### src/design/pdbe_pkg.sv
// Shared types and constants for the prefix delta block encoder.
// Used by pdbe_ctrl, pdbe_dp and prefix_delta_block_encoder; no dependencies.
package pdbe_pkg;

    localparam int MAX_KEY_LEN  = 24;
    localparam int MAX_RESTARTS = 8;
    localparam int KEY_IDX_W    = $clog2(MAX_KEY_LEN + 1);
    localparam int RST_IDX_W    = $clog2(MAX_RESTARTS);
    localparam int RST_CNT_W    = $clog2(MAX_RESTARTS + 1);
    localparam int CFG_IDX_W    = 2;
    localparam int CFG_DATA_W   = 16;

    localparam logic [CFG_IDX_W-1:0] CFG_RESTART_INTERVAL = 2'd0;
    localparam logic [CFG_IDX_W-1:0] CFG_DELTA_KEYS       = 2'd1;
    localparam logic [CFG_IDX_W-1:0] CFG_VALUE_DELTA      = 2'd2;

    localparam logic [1:0] CMD_KEY    = 2'd0;
    localparam logic [1:0] CMD_VALUE  = 2'd1;
    localparam logic [1:0] CMD_DVALUE = 2'd2;
    localparam logic [1:0] CMD_FINISH = 2'd3;

    localparam logic [1:0] ERR_OK      = 2'd0;
    localparam logic [1:0] ERR_KEY_LEN = 2'd1;
    localparam logic [1:0] ERR_RST_FULL = 2'd2;

    typedef struct packed {
        logic [1:0]  cmd;
        logic [7:0]  data_byte;
        logic        last_byte;
        logic [31:0] value_length;
    } t_in;

    typedef struct packed {
        logic [7:0] out_byte;
        logic       out_last;
        logic [1:0] error;
    } t_out;

    typedef enum logic [2:0] {
        S_IDLE,
        S_SHARED,
        S_SUFLEN,
        S_VLEN,
        S_SUFFIX,
        S_FINWORD,
        S_FINCNT
    } t_state;

    typedef enum logic [2:0] {
        SRC_DATA,
        SRC_SHARED,
        SRC_SUFLEN,
        SRC_VLEN,
        SRC_SUFFIX,
        SRC_WORD,
        SRC_COUNT
    } t_src;

    typedef struct packed {
        logic accept;
        logic emit;
        t_src sel;
        logic last;
        logic finalize;
        logic fin_start;
        logic clear;
    } t_ctl;

    typedef struct packed {
        logic       out_ready;
        logic [1:0] in_cmd;
        logic       in_last;
        logic       value_pass;
        logic       value_delta;
        logic       suffix_empty;
        logic       suffix_last;
        logic       vlen_last;
        logic       bidx_last;
        logic       widx_last;
    } t_sts;

endpackage

### src/design/pdbe_ctrl.sv
// Sequencing state machine of the prefix delta block encoder.
// Depends on pdbe_pkg; drives pdbe_dp through t_ctl and reads t_sts.
module pdbe_ctrl (
    input  logic            i_clk,
    input  logic            i_rst_n,
    input  logic            i_in_valid,
    input  pdbe_pkg::t_sts  i_sts,
    output logic            o_in_stall,
    output pdbe_pkg::t_ctl  o_ctl
);

    pdbe_pkg::t_state r_state, n_state;

    always_ff @(posedge i_clk) begin
        if (!i_rst_n) begin
            r_state <= pdbe_pkg::S_IDLE;
        end else begin
            r_state <= n_state;
        end
    end

    always_comb begin
        n_state = r_state;
        case (r_state)
            pdbe_pkg::S_IDLE: begin
                if (i_in_valid && i_sts.out_ready) begin
                    if (i_sts.in_cmd == pdbe_pkg::CMD_KEY && i_sts.in_last) begin
                        n_state = pdbe_pkg::S_SHARED;
                    end else if (i_sts.in_cmd == pdbe_pkg::CMD_FINISH) begin
                        n_state = pdbe_pkg::S_FINWORD;
                    end
                end
            end
            pdbe_pkg::S_SHARED: begin
                if (i_sts.out_ready) n_state = pdbe_pkg::S_SUFLEN;
            end
            pdbe_pkg::S_SUFLEN: begin
                if (i_sts.out_ready) begin
                    if (!i_sts.value_delta) begin
                        n_state = pdbe_pkg::S_VLEN;
                    end else if (i_sts.suffix_empty) begin
                        n_state = pdbe_pkg::S_IDLE;
                    end else begin
                        n_state = pdbe_pkg::S_SUFFIX;
                    end
                end
            end
            pdbe_pkg::S_VLEN: begin
                if (i_sts.out_ready && i_sts.vlen_last) begin
                    n_state = i_sts.suffix_empty ? pdbe_pkg::S_IDLE : pdbe_pkg::S_SUFFIX;
                end
            end
            pdbe_pkg::S_SUFFIX: begin
                if (i_sts.out_ready && i_sts.suffix_last) n_state = pdbe_pkg::S_IDLE;
            end
            pdbe_pkg::S_FINWORD: begin
                if (i_sts.out_ready && i_sts.bidx_last && i_sts.widx_last) begin
                    n_state = pdbe_pkg::S_FINCNT;
                end
            end
            pdbe_pkg::S_FINCNT: begin
                if (i_sts.out_ready && i_sts.bidx_last) n_state = pdbe_pkg::S_IDLE;
            end
            default: n_state = pdbe_pkg::S_IDLE;
        endcase
    end

    always_comb begin
        o_ctl = '0;
        o_ctl.sel = pdbe_pkg::SRC_DATA;
        o_in_stall = 1'b1;
        case (r_state)
            pdbe_pkg::S_IDLE: begin
                o_in_stall = !i_sts.out_ready;
                if (i_in_valid && i_sts.out_ready) begin
                    o_ctl.accept = 1'b1;
                    if (i_sts.in_cmd == pdbe_pkg::CMD_FINISH) begin
                        o_ctl.fin_start = 1'b1;
                    end else if (i_sts.in_cmd != pdbe_pkg::CMD_KEY && i_sts.value_pass) begin
                        o_ctl.emit = 1'b1;
                        o_ctl.last = 1'b1;
                    end
                end
            end
            pdbe_pkg::S_SHARED: begin
                o_ctl.sel = pdbe_pkg::SRC_SHARED;
                o_ctl.emit = i_sts.out_ready;
            end
            pdbe_pkg::S_SUFLEN: begin
                o_ctl.sel = pdbe_pkg::SRC_SUFLEN;
                o_ctl.emit = i_sts.out_ready;
                if (i_sts.value_delta && i_sts.suffix_empty) begin
                    o_ctl.last = 1'b1;
                    o_ctl.finalize = i_sts.out_ready;
                end
            end
            pdbe_pkg::S_VLEN: begin
                o_ctl.sel = pdbe_pkg::SRC_VLEN;
                o_ctl.emit = i_sts.out_ready;
                if (i_sts.vlen_last && i_sts.suffix_empty) begin
                    o_ctl.last = 1'b1;
                    o_ctl.finalize = i_sts.out_ready;
                end
            end
            pdbe_pkg::S_SUFFIX: begin
                o_ctl.sel = pdbe_pkg::SRC_SUFFIX;
                o_ctl.emit = i_sts.out_ready;
                if (i_sts.suffix_last) begin
                    o_ctl.last = 1'b1;
                    o_ctl.finalize = i_sts.out_ready;
                end
            end
            pdbe_pkg::S_FINWORD: begin
                o_ctl.sel = pdbe_pkg::SRC_WORD;
                o_ctl.emit = i_sts.out_ready;
            end
            pdbe_pkg::S_FINCNT: begin
                o_ctl.sel = pdbe_pkg::SRC_COUNT;
                o_ctl.emit = i_sts.out_ready;
                if (i_sts.bidx_last) begin
                    o_ctl.last = 1'b1;
                    o_ctl.clear = i_sts.out_ready;
                end
            end
            default: begin
                o_in_stall = 1'b1;
            end
        endcase
    end

endmodule

### src/design/pdbe_dp.sv
// Datapath of the prefix delta block encoder: key banks, restart offsets,
// counters, configuration registers and the output register. Depends on pdbe_pkg.
module pdbe_dp (
    input  logic                              i_clk,
    input  logic                              i_rst_n,
    input  pdbe_pkg::t_in                     i_in_data,
    input  logic                              i_out_stall,
    input  logic                              i_cfg_we,
    input  logic [pdbe_pkg::CFG_IDX_W-1:0]    i_cfg_idx,
    input  logic [pdbe_pkg::CFG_DATA_W-1:0]   i_cfg_data,
    input  pdbe_pkg::t_ctl                    i_ctl,
    output pdbe_pkg::t_sts                    o_sts,
    output logic                              o_out_valid,
    output pdbe_pkg::t_out                    o_out_data
);

    localparam int KW = pdbe_pkg::KEY_IDX_W;
    localparam int RW = pdbe_pkg::RST_IDX_W;
    localparam int CW = pdbe_pkg::RST_CNT_W;

    logic [15:0]  r_interval;
    logic         r_delta_keys;
    logic         r_value_delta;

    // Two key banks; r_bank selects the one collecting the current key.
    logic [7:0]   r_key0 [pdbe_pkg::MAX_KEY_LEN];
    logic [7:0]   r_key1 [pdbe_pkg::MAX_KEY_LEN];
    logic         r_bank;
    logic [KW-1:0] r_cur_len;
    logic [KW-1:0] r_prev_len;
    logic [KW-1:0] r_run;
    logic         r_match;
    logic         r_ovf;
    logic [KW-1:0] r_shared;
    logic [KW-1:0] r_cur_shared;
    logic [KW-1:0] r_idx;
    logic [1:0]   r_err;
    logic [31:0]  r_vlen;

    logic [31:0]  r_offsets [pdbe_pkg::MAX_RESTARTS];
    logic [CW-1:0] r_rst_cnt;
    logic [15:0]  r_entry_cnt;
    logic [31:0]  r_byte_ofs;
    logic [1:0]   r_bidx;
    logic [RW-1:0] r_widx;

    logic         r_out_valid;
    pdbe_pkg::t_out r_out;

    logic         out_ready;
    logic         key_acc;
    logic         room;
    logic [7:0]   prev_byte;
    logic [7:0]   suf_byte;
    logic [KW-1:0] n_run;
    logic         restart;
    logic         rst_room;
    logic [KW-1:0] new_shared;
    logic [31:0]  word;
    pdbe_pkg::t_out n_out;

    assign out_ready = !r_out_valid || !i_out_stall;
    assign key_acc   = i_ctl.accept && (i_in_data.cmd == pdbe_pkg::CMD_KEY);
    assign room      = r_cur_len < KW'(pdbe_pkg::MAX_KEY_LEN);
    assign restart   = r_entry_cnt >= r_interval;
    assign rst_room  = r_rst_cnt < CW'(pdbe_pkg::MAX_RESTARTS);

    always_comb begin
        prev_byte = 8'd0;
        suf_byte  = 8'd0;
        if (room) prev_byte = r_bank ? r_key0[r_cur_len] : r_key1[r_cur_len];
        if (r_idx < KW'(pdbe_pkg::MAX_KEY_LEN)) begin
            suf_byte = r_bank ? r_key1[r_idx] : r_key0[r_idx];
        end
    end

    // The shared prefix grows while each new key byte matches the previous key.
    always_comb begin
        n_run = r_run;
        if (room && r_match && (r_cur_len < r_prev_len) && (prev_byte == i_in_data.data_byte)) begin
            n_run = r_run + 1'b1;
        end
        new_shared = (restart || !r_delta_keys) ? '0 : n_run;
    end

    always_comb begin
        case (r_bidx)
            2'd0:    word = {24'd0, r_offsets[r_widx][7:0]};
            2'd1:    word = {24'd0, r_offsets[r_widx][15:8]};
            2'd2:    word = {24'd0, r_offsets[r_widx][23:16]};
            default: word = {24'd0, r_offsets[r_widx][31:24]};
        endcase
    end

    always_comb begin
        n_out.out_last = i_ctl.last;
        n_out.error    = r_err;
        case (i_ctl.sel)
            pdbe_pkg::SRC_DATA: begin
                n_out.out_byte = i_in_data.data_byte;
                n_out.error    = pdbe_pkg::ERR_OK;
            end
            pdbe_pkg::SRC_SHARED: n_out.out_byte = 8'(r_shared);
            pdbe_pkg::SRC_SUFLEN: n_out.out_byte = 8'(r_cur_len - r_shared);
            pdbe_pkg::SRC_VLEN:   n_out.out_byte = {(r_vlen[31:7] != '0), r_vlen[6:0]};
            pdbe_pkg::SRC_SUFFIX: n_out.out_byte = suf_byte;
            pdbe_pkg::SRC_WORD: begin
                n_out.out_byte = word[7:0];
                n_out.error    = pdbe_pkg::ERR_OK;
            end
            pdbe_pkg::SRC_COUNT: begin
                n_out.out_byte = (r_bidx == 2'd0) ? 8'(r_rst_cnt) : 8'd0;
                n_out.error    = pdbe_pkg::ERR_OK;
            end
            default: n_out.out_byte = 8'd0;
        endcase
    end

    always_ff @(posedge i_clk) begin
        if (!i_rst_n) begin
            r_interval    <= 16'd16;
            r_delta_keys  <= 1'b1;
            r_value_delta <= 1'b0;
        end else if (i_cfg_we) begin
            case (i_cfg_idx)
                pdbe_pkg::CFG_RESTART_INTERVAL: r_interval    <= i_cfg_data;
                pdbe_pkg::CFG_DELTA_KEYS:       r_delta_keys  <= i_cfg_data[0];
                pdbe_pkg::CFG_VALUE_DELTA:      r_value_delta <= i_cfg_data[0];
                default: ;
            endcase
        end
    end

    always_ff @(posedge i_clk) begin
        if (key_acc && room) begin
            if (r_bank) r_key1[r_cur_len] <= i_in_data.data_byte;
            else        r_key0[r_cur_len] <= i_in_data.data_byte;
        end
        if (key_acc && i_in_data.last_byte) begin
            r_vlen   <= i_in_data.value_length;
            r_shared <= new_shared;
            r_idx    <= new_shared;
            if (r_ovf || !room)            r_err <= pdbe_pkg::ERR_KEY_LEN;
            else if (restart && !rst_room) r_err <= pdbe_pkg::ERR_RST_FULL;
            else                           r_err <= pdbe_pkg::ERR_OK;
        end
        if (i_ctl.emit && i_ctl.sel == pdbe_pkg::SRC_VLEN) r_vlen <= r_vlen >> 7;
        if (i_ctl.emit && i_ctl.sel == pdbe_pkg::SRC_SUFFIX) r_idx <= r_idx + 1'b1;
        if (key_acc && i_in_data.last_byte && restart && rst_room) begin
            r_offsets[r_rst_cnt[RW-1:0]] <= r_byte_ofs;
        end
        if (!i_rst_n || i_ctl.clear) r_offsets[0] <= 32'd0;
        if (i_ctl.emit) r_out <= n_out;
    end

    always_ff @(posedge i_clk) begin
        if (!i_rst_n || i_ctl.clear) begin
            r_bank       <= 1'b0;
            r_cur_len    <= '0;
            r_prev_len   <= '0;
            r_run        <= '0;
            r_match      <= 1'b1;
            r_ovf        <= 1'b0;
            r_cur_shared <= '0;
            r_rst_cnt    <= CW'(1);
            r_entry_cnt  <= 16'd0;
            r_byte_ofs   <= 32'd0;
            r_bidx       <= 2'd0;
            r_widx       <= '0;
        end else begin
            if (key_acc) begin
                if (room) begin
                    r_cur_len <= r_cur_len + 1'b1;
                    r_run     <= n_run;
                    if (n_run == r_run) r_match <= 1'b0;
                end else begin
                    r_ovf <= 1'b1;
                end
                if (i_in_data.last_byte) begin
                    if (restart) begin
                        r_entry_cnt <= 16'd1;
                        if (rst_room) r_rst_cnt <= r_rst_cnt + 1'b1;
                    end else begin
                        r_entry_cnt <= r_entry_cnt + 16'd1;
                    end
                end
            end
            if (i_ctl.finalize) begin
                if (r_delta_keys) begin
                    r_bank     <= !r_bank;
                    r_prev_len <= r_cur_len;
                end
                r_cur_shared <= r_shared;
                r_cur_len    <= '0;
                r_run        <= '0;
                r_match      <= 1'b1;
                r_ovf        <= 1'b0;
            end
            if (i_ctl.fin_start) begin
                // A partial key is thrown away by the clear at the end of the finish.
                r_bidx <= 2'd0;
                r_widx <= '0;
            end
            if (i_ctl.emit) begin
                r_byte_ofs <= r_byte_ofs + 32'd1;
                if (i_ctl.sel == pdbe_pkg::SRC_WORD || i_ctl.sel == pdbe_pkg::SRC_COUNT) begin
                    r_bidx <= r_bidx + 2'd1;
                end
                if (i_ctl.sel == pdbe_pkg::SRC_WORD && r_bidx == 2'd3) begin
                    r_widx <= r_widx + 1'b1;
                end
            end
        end
    end

    always_ff @(posedge i_clk) begin
        if (!i_rst_n) begin
            r_out_valid <= 1'b0;
        end else if (i_ctl.emit) begin
            r_out_valid <= 1'b1;
        end else if (!i_out_stall) begin
            r_out_valid <= 1'b0;
        end
    end

    always_comb begin
        o_sts.out_ready    = out_ready;
        o_sts.in_cmd       = i_in_data.cmd;
        o_sts.in_last      = i_in_data.last_byte;
        o_sts.value_pass   = (i_in_data.cmd == pdbe_pkg::CMD_DVALUE)
                             == ((r_cur_shared != '0) && r_value_delta);
        o_sts.value_delta  = r_value_delta;
        o_sts.suffix_empty = r_cur_len == r_shared;
        o_sts.suffix_last  = (r_idx + 1'b1) == r_cur_len;
        o_sts.vlen_last    = r_vlen[31:7] == '0;
        o_sts.bidx_last    = r_bidx == 2'd3;
        o_sts.widx_last    = (CW'(r_widx) + CW'(1)) == r_rst_cnt;
    end

    assign o_out_valid = r_out_valid;
    assign o_out_data  = r_out;

endmodule

### src/design/prefix_delta_block_encoder.sv
// Top level of the prefix delta block encoder.
// Depends on pdbe_pkg, pdbe_ctrl and pdbe_dp.
//
// Each request on the input channel carries one key byte, value byte, delta
// value byte or a finish command. Key bytes are taken one per cycle while the
// output slot can accept, and give no output until the last key byte; that
// byte starts a burst of shared length, suffix length, optional value length
// varint (one to five bytes) and the key suffix, during which the input is
// stalled; the burst gives one output request per cycle while the output is
// not stalled. A passed value byte is loaded straight into the output
// register when it is taken. A finish emits four bytes per restart offset
// and four bytes of count, then clears the block.
// The output register decouples the sides: while the receiver stalls, the
// sequencer holds its place and the input is stalled whenever the output
// slot is occupied and cannot drain. Reset is synchronous and restores the
// register defaults and an empty block; no clearing pass is needed.
// A key longer than the store or a full restart store is flagged on every
// output byte of that entry through the error field.
module prefix_delta_block_encoder (
    input  logic                             i_clk,
    input  logic                             i_rst_n,
    input  logic                             i_in_valid,
    output logic                             o_in_stall,
    input  pdbe_pkg::t_in                    i_in_data,
    output logic                             o_out_valid,
    input  logic                             i_out_stall,
    output pdbe_pkg::t_out                   o_out_data,
    input  logic                             i_cfg_we,
    input  logic [pdbe_pkg::CFG_IDX_W-1:0]   i_cfg_idx,
    input  logic [pdbe_pkg::CFG_DATA_W-1:0]  i_cfg_data
);

    pdbe_pkg::t_ctl ctl;
    pdbe_pkg::t_sts sts;

    pdbe_ctrl u_ctrl (
        .i_clk      (i_clk),
        .i_rst_n    (i_rst_n),
        .i_in_valid (i_in_valid),
        .i_sts      (sts),
        .o_in_stall (o_in_stall),
        .o_ctl      (ctl)
    );

    pdbe_dp u_dp (
        .i_clk       (i_clk),
        .i_rst_n     (i_rst_n),
        .i_in_data   (i_in_data),
        .i_out_stall (i_out_stall),
        .i_cfg_we    (i_cfg_we),
        .i_cfg_idx   (i_cfg_idx),
        .i_cfg_data  (i_cfg_data),
        .i_ctl       (ctl),
        .o_sts       (sts),
        .o_out_valid (o_out_valid),
        .o_out_data  (o_out_data)
    );

endmodule
### config.mk
export PLATFORM = sky130hd
export DESIGN_NAME = prefix_delta_block_encoder
export DESIGN_NICKNAME = d
export VERILOG_FILES = /design/src/design/pdbe_pkg.sv /design/src/design/pdbe_ctrl.sv /design/src/design/pdbe_dp.sv /design/src/design/prefix_delta_block_encoder.sv
export SDC_FILE = /design/constraint.sdc
export NUM_CORES = 1
export LEC_CHECK = 0
export ABC_AREA = 1
export BUFFER_PORTS_ARGS = -buffer_cell sky130_fd_sc_hd__buf_2
export CAP_MARGIN = 20
export CORE_UTILIZATION = 40
export CTS_BUF_LIST = sky130_fd_sc_hd__clkbuf_2 sky130_fd_sc_hd__clkbuf_4 sky130_fd_sc_hd__clkbuf_8
export CTS_CLUSTER_DIAMETER = 120
export DETAILED_ROUTE_END_ITERATION = 16
export MAX_ROUTING_LAYER = met4
export PLACE_DENSITY = 0.61
export SLEW_MARGIN = 40
export SYNTH_ARGS = -nofsm -noshare
export SYNTH_HDL_FRONTEND = slang
export SYNTH_HIERARCHICAL = 1
export SYNTH_SLANG_ARGS = --single-unit
export TNS_END_PERCENT = 1
### constraint.sdc
create_clock -name i_clk -period 4.4 [get_ports i_clk]
set_clock_uncertainty 0.1 [all_clocks]
set_input_delay 0.44 -clock i_clk [delete_from_list [all_inputs] [get_ports i_clk]]
set_output_delay 0.44 -clock i_clk [all_outputs]
set_load 0.1 [all_outputs]
Yosys cells after proc, flatten, opt, wreduce, memory -nomap -nowiden
Memories as Yosys holds them, arrays and structs flattened. A register that Yosys moved wholly into a read port is not among the register bits.
Cells that the tools add are included.

storage, ports and cells
  register bits after elaboration = 157
  bits in latches = 0
  memory bits (writable) = 640
  ROM bits = 0
  input bits = 66
  output and inout port bits = 13
  word-level logic and storage cells = 208
  memories = 3

memories
  memory          depth  bits a word  read ports  clocked after Yosys merged registers in  wr ports  RTL line       source
  u_dp.r_offsets  8      32           1           1                                        2         pdbe_dp.sv:40  logic [31:0] r_offsets [pdbe_pkg::MAX_RESTARTS];
  u_dp.r_key0     24     8            2           2                                        1         pdbe_dp.sv:26  logic [7:0] r_key0 [pdbe_pkg::MAX_KEY_LEN];
  u_dp.r_key1     24     8            2           2                                        1         pdbe_dp.sv:27  logic [7:0] r_key1 [pdbe_pkg::MAX_KEY_LEN];

operators by class
  $add $sub $neg = 10
  multipliers = 0
  div/mod/pow operators = 0
  order comparisons = 5
  eq/ne operators = 34
  shifts and indexed selects = 0
  mux-type cells = 71
  bitwise gates (word level) = 1
  reduce and logical (&&, ||, !) cells = 59

operators by type and width
  operator                 number
  $pmux W8 S7              1
  $mux W25                 2
  $mux W5                  10
  $mux W3                  15
  $add A32 B1 Y32 const B  1
  $mux W8                  4
  $logic_not A25 Y1        1
  $reduce_bool A25 Y1      1
  $pmux W8 S3              1
  $mux W1                  23
  $logic_and A1 B1 Y1      22
  $pmux W3 S7              1
  $eq A3 B3 Y1 const B     6
  $pmux W3 S6              1
  $add A16 B1 Y16 const B  1
  $ge A16 B16 Y1           1
  $mux W16                 1
  $mux W2                  8
  $ne A2 B1 Y1 const B     8
  $add A5 B1 Y5 const B    3
  $eq A5 B5 Y1             3
  $reduce_and A2 Y1        7
  $eq A3 B2 Y1 const B     4
  $eq A2 B2 Y1 const B     5
  other kinds (31)         50

Longest topological paths before layout
  depth after elaboration = 14
  depth in mapped cells = 24
  mapped depth without buffers = 22

By module
The synthesis kept the hierarchy.

by module, submodules not included
  module     times used  cells an instance  area each (um^2)  sequential area each (um^2)
  pdbe_dp    1           3995               37908.9           22661.7
  pdbe_ctrl  1           85                 459.2             60.1

Worst setup path after synthesis
Ideal clock, no wire load.

  path kind = reg2reg
  start = register u_dp.r_out_valid, in the netlist u_dp/o_out_valid
  end = memory u_dp.r_offsets[2][0] (enable)
  setup time = 461 ps
  arrival time = 4330 ps
  data required time = 3839 ps
  path slack = -491 ps
  stages on the path, launching flop included = 14
  buffers on the path = 2
  period minus slack after synthesis = 4891 ps
  path through = dfxtp_1 -> nand2_1 -> buf_4 -> buf_4 -> nand2_1 -> nor2_1 -> nand2_1 -> inv_2 -> nand2_1 -> inv_2 -> nand2_1 -> nor2_1 -> nand2_1 -> nor3_1

RTL lines
  what                    RTL line        source
  from (decl)             pdbe_dp.sv:47   logic r_out_valid;
  from (signal assigned)  pdbe_dp.sv:218  r_out_valid <= 1'b0;
  from (signal assigned)  pdbe_dp.sv:220  r_out_valid <= 1'b1;
  from (signal assigned)  pdbe_dp.sv:222  r_out_valid <= 1'b0;
  to (decl)               pdbe_dp.sv:40

==> summary.md <==
| Metric | Value |
|---|---|
| Gate power share | 24.8% |
| Clock share of power | 33.2% |
| Asr flop ratio synth | 0% |
| Minimum clock period | 4.06 ns |
| RSZ-0062 raised after global routing | false |
| Cell internal pwr | 13700 uW |
| Synth Area per Inst | 9.40 um2 |
| Post-Place Setup Slack | 0.366 ns |
| Initial antenna violation count | 2 |
| GRT Total Usage | 24.2% |
| CP cell instances | or2_2, o41ai_1, xor2_1, nand2_1, nor2_1, nand2_1, a22oi_1, buf_4, nand2_1, nor3_4, nand2_2, nor2_4, nand2_2, nor3_4, nand2_1, nor2_2, nand2_1, nor2_2, nand2_2, nor3_2, nand4_1, o21ai_1, a21oi_1 |
| Sw frac | 34.5% |
| Setup TNS | 0 ns |
| Syn nets | 4186 |
| Hold WC Path Type | input port to flip-flop |
| Initial Utilization | 40.4% |
| Row count | 113 |
| Max cap viols | 0 |
| Most common cell after layout, fill and taps aside | edfxtp_1 |
| Synthesized area | 38400 um2 |
| Crit. End Element | flip-flop |
| Most used flip-flop cell after synthesis | edfxtp_1 |
| VDD IR-drop max | 712 uV |
| Delay-heaviest family, CP | simple AND/OR/NAND/NOR gates |
| Most frequent cells in the layout | 656 x edfxtp_1, 633 x nand2_1, 465 x o21ai_0 |
| Switch Pwr | 7230 uW |
| Layout cells sized above 1 | 11.9% |
| HPWL after DPL | 70100 um |
| Post-Syn Instances | 4080 |
| Slew headroom | 38.9% |
| Clk_lat worst skew | 0.80 ns |
| Leak | 0.0161 uW |
| Gp weighted congestion | 0.958 |
| Pwr/cell area | 478 nW/um2 |
| Number of synthesized flops with an enable pin | 656 |
| Num CTS Buffers | 140 |
| Placeable core area | 95000 um2 |
| Average wire per standard cell | 20.6 um |
| Post-route DRC | 0 |
| ANT nets after route | 0 |
| Pre-antenna DRT Iters | 6 |
| Number of vias per cell | 5.57 |
| Fin. Hold Viols | 0 |
| Slew of the pin with the lowest slew margin | 0.905 ns |
| Period utilisation layout | 92.3% |
| Top fanout value on the critical path | 4 |
| WP data arrival | 4.61 ns |
| Final setup vio count | 0 |
| H-tree level count | 4 |
| Syn. warnings | 6 |
| Req. time, crit path | 4.95 ns |
| Kind of critical path | flip-flop to flip-flop |
| CP Launch Type | flip-flop |
| Post-CTS Setup Bufs | 0 |
| Flop and latch count out of synthesis | 807 |
| Slowest CP cell | o41ai_1 |
| Die Span Y | 312 um |
| DIE AREA | 97200 um2 |
| Sequential share of the synthesized area | 59.2% |
| CP max stage delay | 0.42 ns |
| Detailed Route WL | 116000 um |
| CTS max path bufs | 3 |
| Most frequent CP cell | nand2_1 |
| Number of global-route vias before repair | 29600 |
| Largest net degree at the start of global routing | 134 |
| I/O pin total | 79 |
| GRT Residual Overflow | 0 |
| Synth cell types | 58 |
| # fillers | 9010 |
| Via count | 31300 |
| CTS tree | done |
| Clk slew on worst S/H paths | 0.06 ns |
| Max Freq | 246 MHz |
| Layout Nets | 4339 |
| WP buf/inv | 1 |
| Sequential share of power | 42.1% |
| Drt initial violations | 3220 |
| Die X | 312 um |
| Area growth, synth to finish | 14.2% |
| Clock Sinks | 807 |
| First-pass GRT wire length | 175000 um |
| Root Driver | clkbuf_8 |
| I/O Buffers | 78 |
| Status | completed |
| Worst Setup Slack, final | 0.339 ns |
| Multi-input logic area | 13100 um2 |
| Slew Limit Fails | 0 |
| FF+latch area | 22700 um2 |
-- through the flow --
stage / util [%] / area [um2] / power (uW) / std cells / hold slack, ns
2_1_floorplan: - / 38400 / 12200 / 4080 / 0.319
6_report: 46.1 / 43800 / 20900 / 5607 / 0.0954
3_3_place_gp: 42.4 / 40200 / 13900 / 5287 / 0.333
4_1_cts: 46.1 / 43800 / 21000 / 5606 / 0.0327
3_5_place_dp: 42.4 / 40300 / 14000 / 5287 / 0.338
5_1_grt: 46.1 / 43800 / 21800 / 5607 / 0.0563
-- kinds of logic after synthesis --
kind of cell	share of synthesized area, %
AO/OA/AOI/OAI	14.7
XOR/XNOR	0.479
adder cells (fa/ha/maj)	1.32
buffers and inverters	6.86
flip-flops	59.2
AND/OR/NAND/NOR	17.4
-- routing by layer --
| layer | vias up | track usage, % | part of all wire, % |
|---|---|---|---|
| met5 | - | - | 0 |
| met4 | 0 | 9.00 | 3.1 |
| met3 | 235 | 4.31 | 8.6 |
| met2 | 1418 | 37.0 | 46 |
| met1 | 15000 | 32.0 | 42 |
| li1 | 14600 | - | - |
-- synthesized netlist by cell type, types with 5 or more instances --
library cell | n | share of area, %
edfxtp_1 | 656 | 51
nand2_1 | 633 | 6.2
nor2_1 | 476 | 4.7
o21ai_0 | 465 | 6.1
inv_1 | 349 | 3.4
nand3_1 | 342 | 4.5
a21oi_1 | 293 | 3.8
clkbuf_1 | 167 | 1.6
dfxtp_1 | 151 | 7.9
o211ai_1 | 73 | 1.4
nor3_1 | 51 | 0.67
o22ai_1 | 50 | 0.82
ha_1 | 39 | 1.3
o21ai_1 | 37 | 0.48
o221ai_1 | 31 | 0.71
buf_2 | 27 | 0.35
buf_6 | 25 | 0.73
buf_1 | 22 | 0.22
buf_4 | 16 | 0.31
xor2_1 | 16 | 0.37
inv_2 | 14 | 0.14
nand4_1 | 14 | 0.23
nand2_2 | 12 | 0.20
a211oi_1 | 10 | 0.20
a221oi_1 | 10 | 0.23
a311oi_1 | 9 | 0.21
nor2_2 | 7 | 0.11
nor4_1 | 7 | 0.11
nor2_4 | 6 | 0.18
nor3b_1 | 6 | 0.12
o2111ai_1 | 6 | 0.14
a31oi_1 | 5 | 0.082
xnor2_1 | 5 | 0.11
-- worst reg2reg max path, delay by kind of cell, from the launching register on --
kind                      cells  cell delay [ns]
AOI/OAI and AO/OA             4             0.85
and+or+nand+nor              17             2.31
buffers and inverters         1             0.18
xor gates and xnor gates      1             0.18
DFF                           1             0.31
-- registers in the layout, indices dropped and copies added (netlist names), 2 cells and up, named ones only --
signal,count
u_dp/o_out_data,11
u_dp/r_shared,5
u_dp/r_run,5
u_dp/r_key1,192
u_dp/r_vlen,32
u_dp/r_widx,3
u_dp/r_offsets,256
u_dp/r_byte_ofs,32
u_dp/r_rst_cnt,4
u_dp/r_idx,5
u_dp/r_bidx,2
u_ctrl/r_state,3
u_dp/r_prev_len,5
u_dp/r_err,2
u_dp/r_interval,16
u_dp/r_entry_cnt,16
u_dp/r_key0,192
u_dp/r_cur_len,5
u_dp/r_cur_shared,5
-- power by group through the flow --
stage,Combinational [uW],Clock [uW],Sequential [uW]
4_1_cts,5070,7090,8800
3_5_place_dp,5010,0,8950
2_1_floorplan,3040,0,9170
6_report,5190,6940,8810
5_1_grt,5570,7400,8830
3_3_place_gp,4970,0,8960
-- worst paths after layout --
kind / from / endpoint / slack [ns] / depth (start not counted)
max: u_dp/r_cur_shared[0] / u_dp/r_byte_ofs[30] / 0.34 / 23
min: i_in_data[40] / u_dp/r_key0[5][7] / 0.1 / 1
max reg2reg: u_dp/r_cur_shared[0] / u_dp/r_byte_ofs[30] / 0.34 / 23
min reg2reg: u_dp/r_match / u_dp/r_match / 0.35 / 2
-- cell type report --
cell class                 instances  share of cell area (%)
antenna                            1                 0.00571
clock buffer                     202                    5.58
clock inverter                    48                   0.843
inverter                         368                    3.17
multi-input combinational       2648                    29.9
sequential                       807                    51.9
tap                             1265                    3.61
timing repair buffer             268                    4.91
-- what timing repair did --
action	4_1_cts	5_1_grt
hold buffers	69	0
resized for setup	0	0
endpoints found under the hold margin	77	0
Note: power is estimated with default switching activity, not from simulation.
